<file path="src/rtl/websocket_frame_receiver_unit_defines.svh">
// Assertion macros used by the receiver front end (wfr_front).
`ifndef WEBSOCKET_FRAME_RECEIVER_UNIT_DEFINES_SVH
`define WEBSOCKET_FRAME_RECEIVER_UNIT_DEFINES_SVH

`ifndef NO_ASSERTIONS

`define WFR_ASSERT_SAME(label, clk, rst_n, ante, cons) \
	label: assert property (@(posedge clk) disable iff (!rst_n) (ante) |-> (cons)) \
		else $error("assertion failed");

`define WFR_ASSERT_NEXT(label, clk, rst_n, ante, cons) \
	label: assert property (@(posedge clk) disable iff (!rst_n) (ante) |=> (cons)) \
		else $error("assertion failed");

`else

`define WFR_ASSERT_SAME(label, clk, rst_n, ante, cons)

`define WFR_ASSERT_NEXT(label, clk, rst_n, ante, cons)

`endif

`endif

</file>
<file path="src/rtl/wfr_pkg.sv">
`timescale 1ns / 1ps

package wfr_pkg;

	typedef enum logic [5:0] {
		PH_HDR0    = 6'b000001,
		PH_HDR1    = 6'b000010,
		PH_EXTLEN  = 6'b000100,
		PH_MASK    = 6'b001000,
		PH_PAYLOAD = 6'b010000,
		PH_CLOSED  = 6'b100000
	} phase_t;

	localparam logic [1:0] EV_PAYLOAD = 2'd0;
	localparam logic [1:0] EV_PONG    = 2'd1;
	localparam logic [1:0] EV_CLOSE   = 2'd2;

	localparam logic [3:0] RSN_FIN_CLEAR = 4'd0;
	localparam logic [3:0] RSN_RESERVED  = 4'd1;
	localparam logic [3:0] RSN_PEER      = 4'd2;
	localparam logic [3:0] RSN_PONG      = 4'd3;
	localparam logic [3:0] RSN_BAD_OP    = 4'd4;
	localparam logic [3:0] RSN_UNMASKED  = 4'd5;
	localparam logic [3:0] RSN_EMPTY     = 4'd6;
	localparam logic [3:0] RSN_ZERO_EXT  = 4'd7;
	localparam logic [3:0] RSN_TOO_LONG  = 4'd8;

	localparam logic [3:0] OP_TEXT  = 4'h1;
	localparam logic [3:0] OP_CLOSE = 4'h8;
	localparam logic [3:0] OP_PING  = 4'h9;
	localparam logic [3:0] OP_PONG  = 4'ha;

	localparam logic [7:0] FIN_BIT   = 8'h80;
	localparam logic [7:0] RSV_BITS  = 8'h70;
	localparam logic [7:0] OP_BITS   = 8'h0f;
	localparam logic [7:0] MASK_BIT  = 8'h80;
	localparam logic [7:0] LEN_BITS  = 8'h7f;
	localparam logic [6:0] LEN_EXT16 = 7'd126;
	localparam logic [6:0] LEN_EXT64 = 7'd127;

	localparam int unsigned ADDR_W  = 3;
	localparam int unsigned DATA_W  = 32;
	localparam logic        REG_MAX_LEN = 1'b0;
	localparam logic [31:0] MAX_LEN_RESET = 32'd65536;

	typedef struct packed {
		logic [1:0] kind;
		logic [7:0] data;
		logic [7:0] key;
		logic       last;
		logic [3:0] reason;
	} cmd_t;

endpackage

</file>
<file path="src/rtl/wfr_front.sv">
`timescale 1ns / 1ps
`include "websocket_frame_receiver_unit_defines.svh"

module wfr_front (
	input  logic                clk,
	input  logic                arst_n,
	input  logic                in_valid,
	input  logic [7:0]          rx_byte,
	input  logic                full,
	input  logic [31:0]         max_len,
	output logic                push,
	output wfr_pkg::cmd_t       cmd
);

	wfr_pkg::phase_t phase_q, phase_n;
	logic        ping_q, ping_n;
	logic [2:0]  cnt_q, cnt_n;
	logic [31:0] len_q, len_n;
	logic        ovf_q, ovf_n;
	logic [31:0] key_q, key_n;
	logic [31:0] rem_q, rem_n;
	logic [1:0]  idx_q, idx_n;
	logic        accept;
	logic [3:0]  op;
	logic [31:0] len_shift;
	logic [7:0]  key_byte;

	assign accept    = in_valid && !full;
	assign op        = rx_byte[3:0] & wfr_pkg::OP_BITS[3:0];
	assign len_shift = {len_q[23:0], rx_byte};

	always_comb begin
		case (idx_q)
			2'd0: key_byte = key_q[31:24];
			2'd1: key_byte = key_q[23:16];
			2'd2: key_byte = key_q[15:8];
			default: key_byte = key_q[7:0];
		endcase
	end

	always_comb begin
		phase_n = phase_q;
		ping_n  = ping_q;
		cnt_n   = cnt_q;
		len_n   = len_q;
		ovf_n   = ovf_q;
		key_n   = key_q;
		rem_n   = rem_q;
		idx_n   = idx_q;
		push    = 1'b0;
		cmd     = '0;
		if (accept) begin
			case (phase_q)
				wfr_pkg::PH_HDR0: begin
					push = 1'b1;
					cmd.kind = wfr_pkg::EV_CLOSE;
					phase_n = wfr_pkg::PH_CLOSED;
					if ((rx_byte & wfr_pkg::FIN_BIT) == 8'h00) begin
						cmd.reason = wfr_pkg::RSN_FIN_CLEAR;
					end else if ((rx_byte & wfr_pkg::RSV_BITS) != 8'h00) begin
						cmd.reason = wfr_pkg::RSN_RESERVED;
					end else begin
						case (op)
							wfr_pkg::OP_TEXT: begin
								push = 1'b0;
								cmd.kind = wfr_pkg::EV_PAYLOAD;
								ping_n = 1'b0;
								phase_n = wfr_pkg::PH_HDR1;
							end
							wfr_pkg::OP_CLOSE: cmd.reason = wfr_pkg::RSN_PEER;
							wfr_pkg::OP_PING: begin
								cmd.kind = wfr_pkg::EV_PONG;
								ping_n = 1'b1;
								phase_n = wfr_pkg::PH_HDR1;
							end
							wfr_pkg::OP_PONG: cmd.reason = wfr_pkg::RSN_PONG;
							default: cmd.reason = wfr_pkg::RSN_BAD_OP;
						endcase
					end
				end
				wfr_pkg::PH_HDR1: begin
					ovf_n = 1'b0;
					len_n = '0;
					if ((rx_byte & wfr_pkg::MASK_BIT) == 8'h00) begin
						push = 1'b1;
						cmd.kind = wfr_pkg::EV_CLOSE;
						cmd.reason = wfr_pkg::RSN_UNMASKED;
						phase_n = wfr_pkg::PH_CLOSED;
					end else if (rx_byte[6:0] == wfr_pkg::LEN_EXT16) begin
						cnt_n = 3'd2;
						phase_n = wfr_pkg::PH_EXTLEN;
					end else if (rx_byte[6:0] == wfr_pkg::LEN_EXT64) begin
						cnt_n = 3'd0; // wraps to seven: eight bytes
						phase_n = wfr_pkg::PH_EXTLEN;
					end else if (rx_byte[6:0] == 7'd0 && !ping_q) begin
						push = 1'b1;
						cmd.kind = wfr_pkg::EV_CLOSE;
						cmd.reason = wfr_pkg::RSN_EMPTY;
						phase_n = wfr_pkg::PH_CLOSED;
					end else begin
						len_n = {24'd0, rx_byte & wfr_pkg::LEN_BITS};
						if ({24'd0, rx_byte & wfr_pkg::LEN_BITS} > max_len) begin
							push = 1'b1;
							cmd.kind = wfr_pkg::EV_CLOSE;
							cmd.reason = wfr_pkg::RSN_TOO_LONG;
							phase_n = wfr_pkg::PH_CLOSED;
						end else begin
							key_n = '0;
							idx_n = 2'd0;
							phase_n = wfr_pkg::PH_MASK;
						end
					end
				end
				wfr_pkg::PH_EXTLEN: begin
					len_n = len_shift;
					ovf_n = ovf_q || (len_q[31:24] != 8'h00);
					cnt_n = cnt_q - 3'd1;
					if (cnt_n == 3'd0) begin
						if (len_shift == 32'd0 && !ovf_n) begin
							push = 1'b1;
							cmd.kind = wfr_pkg::EV_CLOSE;
							cmd.reason = wfr_pkg::RSN_ZERO_EXT;
							phase_n = wfr_pkg::PH_CLOSED;
						end else if (ovf_n || len_shift > max_len) begin
							push = 1'b1;
							cmd.kind = wfr_pkg::EV_CLOSE;
							cmd.reason = wfr_pkg::RSN_TOO_LONG;
							phase_n = wfr_pkg::PH_CLOSED;
						end else begin
							key_n = '0;
							idx_n = 2'd0;
							phase_n = wfr_pkg::PH_MASK;
						end
					end
				end
				wfr_pkg::PH_MASK: begin
					key_n = {key_q[23:0], rx_byte};
					idx_n = idx_q + 2'd1;
					if (idx_n == 2'd0) begin
						rem_n = len_q;
						phase_n = (len_q == 32'd0) ? wfr_pkg::PH_HDR0 : wfr_pkg::PH_PAYLOAD;
					end
				end
				wfr_pkg::PH_PAYLOAD: begin
					push = 1'b1;
					cmd.kind = wfr_pkg::EV_PAYLOAD;
					cmd.data = rx_byte;
					cmd.key = key_byte;
					cmd.last = (rem_q == 32'd1);
					idx_n = idx_q + 2'd1;
					rem_n = rem_q - 32'd1;
					if (rem_q == 32'd1) begin
						phase_n = wfr_pkg::PH_HDR0;
					end
				end
				default: begin
				end
			endcase
		end
	end

	always_ff @(posedge clk or negedge arst_n) begin
		if (!arst_n) begin
			phase_q <= wfr_pkg::PH_HDR0;
			ping_q  <= 1'b0;
			cnt_q   <= '0;
			len_q   <= '0;
			ovf_q   <= 1'b0;
			key_q   <= '0;
			rem_q   <= '0;
			idx_q   <= '0;
		end else begin
			phase_q <= phase_n;
			ping_q  <= ping_n;
			cnt_q   <= cnt_n;
			len_q   <= len_n;
			ovf_q   <= ovf_n;
			key_q   <= key_n;
			rem_q   <= rem_n;
			idx_q   <= idx_n;
		end
	end

	`WFR_ASSERT_NEXT(a_closed_sticky, clk, arst_n, phase_q == wfr_pkg::PH_CLOSED,
		phase_q == wfr_pkg::PH_CLOSED)
	`WFR_ASSERT_NEXT(a_close_shuts, clk, arst_n, push && cmd.kind == wfr_pkg::EV_CLOSE,
		phase_q == wfr_pkg::PH_CLOSED)
	`WFR_ASSERT_SAME(a_payload_nonzero, clk, arst_n, phase_q == wfr_pkg::PH_PAYLOAD,
		rem_q != 32'd0)

endmodule

</file>
<file path="src/rtl/wfr_queue.sv">
`timescale 1ns / 1ps

module wfr_queue #(
	parameter int unsigned DEPTH = 4,
	parameter int unsigned WIDTH = 8
) (
	input  logic             clk,
	input  logic             arst_n,
	input  logic             push,
	input  logic [WIDTH-1:0] wr_data,
	input  logic             pop,
	output logic [WIDTH-1:0] rd_data,
	output logic             full,
	output logic             empty
);

	localparam int unsigned PTR_W = (DEPTH > 1) ? $clog2(DEPTH) : 1;
	localparam int unsigned CNT_W = $clog2(DEPTH + 1);

	logic [WIDTH-1:0] mem_q [DEPTH];
	logic [PTR_W-1:0] wr_ptr_q, rd_ptr_q;
	logic [CNT_W-1:0] count_q;
	logic             do_push, do_pop;

	assign full    = (count_q == CNT_W'(DEPTH));
	assign empty   = (count_q == '0);
	assign do_push = push && !full;
	assign do_pop  = pop && !empty;
	assign rd_data = mem_q[rd_ptr_q];

	always_ff @(posedge clk) begin
		if (do_push) begin
			mem_q[wr_ptr_q] <= wr_data;
		end
	end

	always_ff @(posedge clk or negedge arst_n) begin
		if (!arst_n) begin
			wr_ptr_q <= '0;
			rd_ptr_q <= '0;
			count_q  <= '0;
		end else begin
			if (do_push) begin
				wr_ptr_q <= (wr_ptr_q == PTR_W'(DEPTH - 1)) ? '0 : wr_ptr_q + PTR_W'(1);
			end
			if (do_pop) begin
				rd_ptr_q <= (rd_ptr_q == PTR_W'(DEPTH - 1)) ? '0 : rd_ptr_q + PTR_W'(1);
			end
			if (do_push && !do_pop) begin
				count_q <= count_q + CNT_W'(1);
			end else if (do_pop && !do_push) begin
				count_q <= count_q - CNT_W'(1);
			end
		end
	end

endmodule

</file>
<file path="src/rtl/wfr_back.sv">
`timescale 1ns / 1ps

module wfr_back (
	input  logic          clk,
	input  logic          arst_n,
	input  wfr_pkg::cmd_t cmd,
	input  logic          empty,
	output logic          pop,
	output logic          out_valid,
	input  logic          out_stall,
	output logic [1:0]    event_kind,
	output logic [7:0]    payload_byte,
	output logic          last_of_message,
	output logic [3:0]    close_reason
);

	logic       valid_q;
	logic [1:0] kind_q;
	logic [7:0] byte_q;
	logic       last_q;
	logic [3:0] reason_q;

	assign pop = !empty && (!valid_q || !out_stall);

	always_ff @(posedge clk or negedge arst_n) begin
		if (!arst_n) begin
			valid_q <= 1'b0;
		end else if (pop) begin
			valid_q <= 1'b1;
		end else if (!out_stall) begin
			valid_q <= 1'b0;
		end
	end

	always_ff @(posedge clk) begin
		if (pop) begin
			kind_q   <= cmd.kind;
			byte_q   <= cmd.data ^ cmd.key;
			last_q   <= cmd.last;
			reason_q <= cmd.reason;
		end
	end

	assign out_valid       = valid_q;
	assign event_kind      = kind_q;
	assign payload_byte    = byte_q;
	assign last_of_message = last_q;
	assign close_reason    = reason_q;

endmodule

</file>
<file path="src/rtl/websocket_frame_receiver_unit.sv">
`timescale 1ns / 1ps
// WebSocket frame receiver: parses and unmasks a received frame stream.
// Input channel: in_valid/in_stall carry one rx_byte per transfer.
// Output channel: out_valid/out_stall carry one event per transfer:
//   a payload byte (with last_of_message), a pong request, or a close
//   with close_reason. Many input bytes (header, length, mask) give none.
// Config: APB-style port, max_message_length at byte address 0.
// Throughput: one byte per cycle while in_stall is low. The parser front end
// updates its state on each accepted byte; events go through a QUEUE_DEPTH
// entry queue to an output register. An event is queued as its byte is taken,
// then popped into the output register. in_stall rises only when the queue
// is full, so a stalled receiver backs up the queue and then the input.
// Reset: parser waits for a first header byte, queue and output empty,
// max_message_length returns to 65536. After a close event every
// later byte is accepted and dropped until reset.
module websocket_frame_receiver_unit #(
	parameter int unsigned QUEUE_DEPTH = 4
) (
	input  logic                        clk,
	input  logic                        arst_n,
	input  logic                        psel,
	input  logic                        penable,
	input  logic                        pwrite,
	input  logic [wfr_pkg::ADDR_W-1:0]  paddr,
	input  logic [wfr_pkg::DATA_W-1:0]  pwdata,
	output logic [wfr_pkg::DATA_W-1:0]  prdata,
	output logic                        pready,
	input  logic                        in_valid,
	output logic                        in_stall,
	input  logic [7:0]                  rx_byte,
	output logic                        out_valid,
	input  logic                        out_stall,
	output logic [1:0]                  event_kind,
	output logic [7:0]                  payload_byte,
	output logic                        last_of_message,
	output logic [3:0]                  close_reason
);

	logic [31:0]   max_len_q;
	logic          push, pop, full, empty;
	wfr_pkg::cmd_t front_cmd, queue_cmd;
	logic          reg_sel;

	assign pready  = 1'b1;
	assign reg_sel = (paddr[wfr_pkg::ADDR_W-1] == wfr_pkg::REG_MAX_LEN);
	assign prdata  = reg_sel ? max_len_q : '0;

	always_ff @(posedge clk or negedge arst_n) begin
		if (!arst_n) begin
			max_len_q <= wfr_pkg::MAX_LEN_RESET;
		end else if (psel && penable && pwrite && reg_sel) begin
			max_len_q <= pwdata;
		end
	end

	assign in_stall = full;

	wfr_front u_front (
		.clk      (clk),
		.arst_n   (arst_n),
		.in_valid (in_valid),
		.rx_byte  (rx_byte),
		.full     (full),
		.max_len  (max_len_q),
		.push     (push),
		.cmd      (front_cmd)
	);

	wfr_queue #(
		.DEPTH (QUEUE_DEPTH),
		.WIDTH ($bits(wfr_pkg::cmd_t))
	) u_queue (
		.clk     (clk),
		.arst_n  (arst_n),
		.push    (push),
		.wr_data (front_cmd),
		.pop     (pop),
		.rd_data (queue_cmd),
		.full    (full),
		.empty   (empty)
	);

	wfr_back u_back (
		.clk             (clk),
		.arst_n          (arst_n),
		.cmd             (queue_cmd),
		.empty           (empty),
		.pop             (pop),
		.out_valid       (out_valid),
		.out_stall       (out_stall),
		.event_kind      (event_kind),
		.payload_byte    (payload_byte),
		.last_of_message (last_of_message),
		.close_reason    (close_reason)
	);

endmodule

</file>
<file path="config.mk">
export PLATFORM = sky130hd
export DESIGN_NAME = websocket_frame_receiver_unit
export DESIGN_NICKNAME = d
export VERILOG_FILES = /design/src/rtl/wfr_pkg.sv /design/src/rtl/wfr_front.sv /design/src/rtl/wfr_queue.sv /design/src/rtl/wfr_back.sv /design/src/rtl/websocket_frame_receiver_unit.sv
export VERILOG_INCLUDE_DIRS = /design/src /design/src/rtl
export SDC_FILE = /design/constraint.sdc
export NUM_CORES = 1
export LEC_CHECK = 0
export ABC_CLOCK_PERIOD_IN_PS = 3850
export BUFFER_PORTS_ARGS = -buffer_cell sky130_fd_sc_hd__buf_2
export CAP_MARGIN = 20
export CORE_MARGIN = 5
export CORE_UTILIZATION = 55
export CTS_CLUSTER_DIAMETER = 80
export DETAILED_ROUTE_END_ITERATION = 10
export PLACE_DENSITY = 0.74
export SYNTH_ARGS = -nofsm -noshare
export SYNTH_HDL_FRONTEND = slang
export SYNTH_HIERARCHICAL = 1
export SYNTH_SLANG_ARGS = --single-unit
</file>
<file path="constraint.sdc">
create_clock -name clk -period 3.85 [get_ports clk]
set_input_delay 0.9625 -clock clk [delete_from_list [all_inputs] [get_ports clk]]
set_output_delay 0.9625 -clock clk [all_outputs]
set_load 0.05 [all_outputs]
</file>
==> impl_metrics.csv <==
group,metric,value,unit
synth,syn_area,12500,sq um
power,irDropWorstVdd,0.322,mV
final_layout,diodes,0,
floorplanning,chipHeight,161,um
setup_path,path_class,"flip-flop to flip-flop",
clock_tree,postCtsHoldBufs,0,
setup_path,start_kind,"flip-flop",
clock_tree,cts_buffers,25,
placement,gp_congestion,0.879,
drt,route.detailed.drc,0,
sta,layout_setup_ws,0.140,ns
synth,synth_cells,1028,
drt,drt_iter0_drc,860,
setup_path,worst-path-max-fanout,3,
sta,fin_skew,0.0103,ns
sta,fmax,270,MHz
placement,dp_hpwl,19.8,mm
clock_tree,clock_path_buffers,3,
job,drv_cap,0,
floorplanning,fp.coreArea,22600,sq um
synth,synth_nets,1126,
sta,rsz0062_at_grt,"yes",
power,power.leakage,0.00626,uW
setup_path,crit_family,"simple AND/OR/NAND/NOR gates",
synth,synth_seq_cells,256,
final_layout,drive_above_1_share,0.270,
setup_path,critPathArrivalTime,4.11,ns
sta,tightest_slew,0.843,ns
power,internal_power,4630,uW
floorplanning,rows,55,
power,power_density,415,nW/um^2
sta,hold_viol,0,
placement,place_ws,-0.326,ns
clock_tree,clkTransAtPathRegs,0.06,ns
global_route,antenna_found_initial,0,
global_route,gr-usage-all-layers,0.221,
clock_tree,cts_tree,"done",
synth,synth-edff-count,107,
setup_path,cpPeakStageDelay,0.41,ns
final_layout,layout.nets,1279,
synth,async_flop_share,0.582,
setup_path,cp-end-kind,"flip-flop",
synth,synth.avg_cell_area,12.2,sq um
global_route,grt_pass1_wl,46.6,mm
global_route,grt_max_degree,73,
floorplanning,dieArea,25900,sq um
sta,finalSetupViolations,0,
synth,synth_area_leader_cell,"dfrtp_1",
power,netSwitchingPower,1520,uW
clock_tree,clock_sinks,256,
global_route,grt_overflow_total,0,
worst_hold_path,hp-class,"primary input to asynchronous set/reset pin",
synth,yosys_warnings,6,
setup_path,path_cells,"inv_2 > ha_4 > nand4_1 > nor4_2 > buf_4 > and4_4 > buf_6 > a31oi_4 > nor4_4 > nor3_2 > o31a_1 > nor2b_4 > ha_2 > inv_2 > fa_1 > mux2_4",
sta,whs,0.456,ns
clock_tree,cts_max_level,1,
drt,vias,8958,
sta,tns,0,ns
power,seq_power_share,0.488,
setup_path,required,4.25,ns
synth,yosysTopAreaCellShare,0.293,
power,switching_share,0.248,
synth,seq_area_frac_synth,0.554,
synth,synth-main-ff-cell,"dfrtp_1",
synth,synth.area.top_cells,"dfrtp_1 29%, edfxtp_1 26%, ha_1 4.7%",
drt,routed_wirelength,28.9,mm
sta,maxSlewViolCount,0,
floorplanning,initial_core_util,0.556,
sta,period_needed,3.71,ns
floorplanning,ios,100,
global_route,first_global_vias,8898,
clock_tree,clockRootBuffer,"clkbuf_16",
sta,relSlewSlack,0.436,
setup_path,cp_num_buf_inv,4,
clock_tree,clk-insertion-delay-late,0.52,ns
final_layout,final_core_util,0.656,
placement,io_buffers,96,
drt,firstDrtPassIters,6,
drt,routed_via_density,6.04,
final_layout,area_delta_synth_final,18.1,%
floorplanning,die_x,161,um
drt,ant_nets,0,
power,p_clk_frac,0.388,
status,outcome,"completed",
setup_path,cp_slowest_cell,"fa_1",
sta,post-route-period-util,0.964,
power,combPwrFrac,0.123,
setup_path,crit_top_cell,"inv_2",
synth,synth_cell_types,77,
drt,wl_per_cell,19.4,um
## metal layers
| layer | up-vias | global-route usage | wire length [um] |
|---|---|---|---|
| li1 | 4182 | - | - |
| met1 | 4404 | 0.299 | 12100 |
| met2 | 309 | 0.374 | 14300 |
| met3 | 63 | 0.0296 | 1640 |
| met4 | 0 | 0.0713 | 814 |
| met5 | - | 0 | 0 |
## stage by stage
stage | area (sq um) | cells | power [uW]
after floorplan | 12600 | 1028 | 3530
after global placement | 13800 | 1432 | 3760
after detailed placement | 13800 | 1432 | 3780
after CTS | 14600 | 1477 | 6170
after global routing | 14800 | 1484 | 6400
final | 14800 | 1484 | 6150
## worst register-to-register path, delay by kind of cell (launching register included)
| kind | cells | cell delay (ns) |
|---|---|---|
| mux | 1 | 0.27 |
| fa+ha+maj | 3 | 0.88 |
| buf+inv | 4 | 0.40 |
| simple gates | 6 | 1.30 |
| compound gates | 2 | 0.35 |
| flops | 1 | 0.40 |
## what timing repair did
| action | 4_1_cts | 5_1_grt |
|---|---|---|
| endpoints found under the setup margin | 1 | 2 |
| pin swaps | 0 | 8 |
| gates resized for setup | 1 | 22 |
| setup buffers | 0 | 6 |
## synthesized netlist by cell type, types with 4 or more instances
master / instances
clkbuf_1: 46
or4_1: 4
a22oi_1: 9
a32oi_1: 4
a21oi_1: 68
nor3b_1: 4
nand2_1: 52
nor3_1: 25
a222oi_1: 8
ha_1: 47
nand4_1: 10
inv_1: 47
nand3_1: 17
o2bb2ai_1: 5
o22a_1: 4
nand2b_1: 9
a22o_1: 64
edfxtp_1: 107
a21o_1: 5
and2_1: 6
buf_2: 6
and3_1: 8
nor2_1: 65
nor4_1: 25
dfrtp_1: 147
nor2b_1: 35
xor2_1: 11
mux4_2: 23
o21ai_0: 53
mux2_4: 35
a31oi_1: 6
mux2_2: 5
## final timing paths
kind,from,slack (ns),cells past startpoint,end
worst max-delay path,max_len_q[26]$_DFFE_PN0P_,0.14,16,u_queue/count_q[1]$_DFFE_PN0P_
worst min-delay path,arst_n,0.46,1,max_len_q[31]$_DFFE_PN0P_
worst max register to register,max_len_q[26]$_DFFE_PN0P_,0.14,16,u_queue/count_q[1]$_DFFE_PN0P_
worst min register to register,u_front/key_q[25]$_DFFE_PN0P_,0.51,1,u_front/key_q[25]$_DFFE_PN0P_
max in group asynchronous,arst_n,2.66,2,u_front/rem_q[26]$_DFFE_PN0P_
min in group clk,u_front/key_q[25]$_DFFE_PN0P_,0.51,1,u_front/key_q[25]$_DFFE_PN0P_
## kinds of logic (layout without fill, tap and decap cells)
family,after synthesis,count (layout),share of synthesized area
simple gates,286,286,0.124
xor+xnor,13,13,0.00908
flops,256,256,0.554
mux,66,66,0.0901
fa+ha+maj,48,48,0.0485
other cells,1,1,0.000299
buf+inv,105,276,0.0347
compound gates,253,253,0.140
## placed cells by master, fill, tap and decap left out, types with 4 or more instances in the layout
| cell | n |
|---|---|
| a222oi_1 | 8 |
| nand2b_1 | 9 |
| nand2_1 | 52 |
| xor2_1 | 11 |
| nor2_1 | 65 |
| a31oi_1 | 5 |
| nor2b_1 | 34 |
| clkbuf_16 | 25 |
| mux4_2 | 23 |
| o22a_1 | 4 |
| and3_1 | 8 |
| a32oi_1 | 4 |
| dfrtp_1 | 147 |
| inv_2 | 4 |
| nand4_1 | 10 |
| clkbuf_1 | 6 |
| nor3_1 | 21 |
| nor3_2 | 5 |
| buf_4 | 81 |
| nand3_1 | 16 |
| mux2_4 | 36 |
| inv_1 | 43 |
| nor4_1 | 23 |
| and2_1 | 6 |
| a22o_1 | 64 |
| ha_1 | 42 |
| buf_2 | 95 |
| o21ai_0 | 53 |
| a22oi_1 | 9 |
| mux2_2 | 4 |
| nor3b_1 | 4 |
| or4_1 | 4 |
| ha_4 | 4 |
| buf_12 | 5 |
| edfxtp_1 | 107 |
| clkinv_2 | 6 |
| a21o_1 | 5 |
| o2bb2ai_1 | 5 |
| a21oi_1 | 68 |
## registers in the layout, summed over array words and instances, names as in the netlist, 3 cells and up
| signal | cells |
|---|---|
| u_front/key_q | 32 |
| u_back/close_reason | 4 |
| u_front/rem_q | 32 |
| u_front/phase_q | 6 |
| u_queue/count_q | 3 |
| u_queue/mem_q | 92 |
| max_len_q | 32 |
| u_front/cnt_q | 3 |
| u_front/len_q | 32 |
| u_back/payload_byte | 8 |
## cell type report
type / instances / area (sq um)
Tap cell: 285 / 357
Clock inverter: 10 / 97.6
Multi-Input combinational cell: 667 / 5310
Fill cell: 1662 / 7760
Timing Repair Buffer: 184 / 1230
Clock buffer: 35 / 697
Inverter: 47 / 176
Sequential cell: 256 / 6940
## power groups by stage
stage	clock, uW	sequential, uW	combinational, uW
after floorplan	0	3030	499
after detailed placement	0	3060	720
after CTS	2440	3010	727
after global routing	2560	3020	826
final	2390	3000	758
after global placement	0	3050	704
Power figures use the tool's default switching activity.
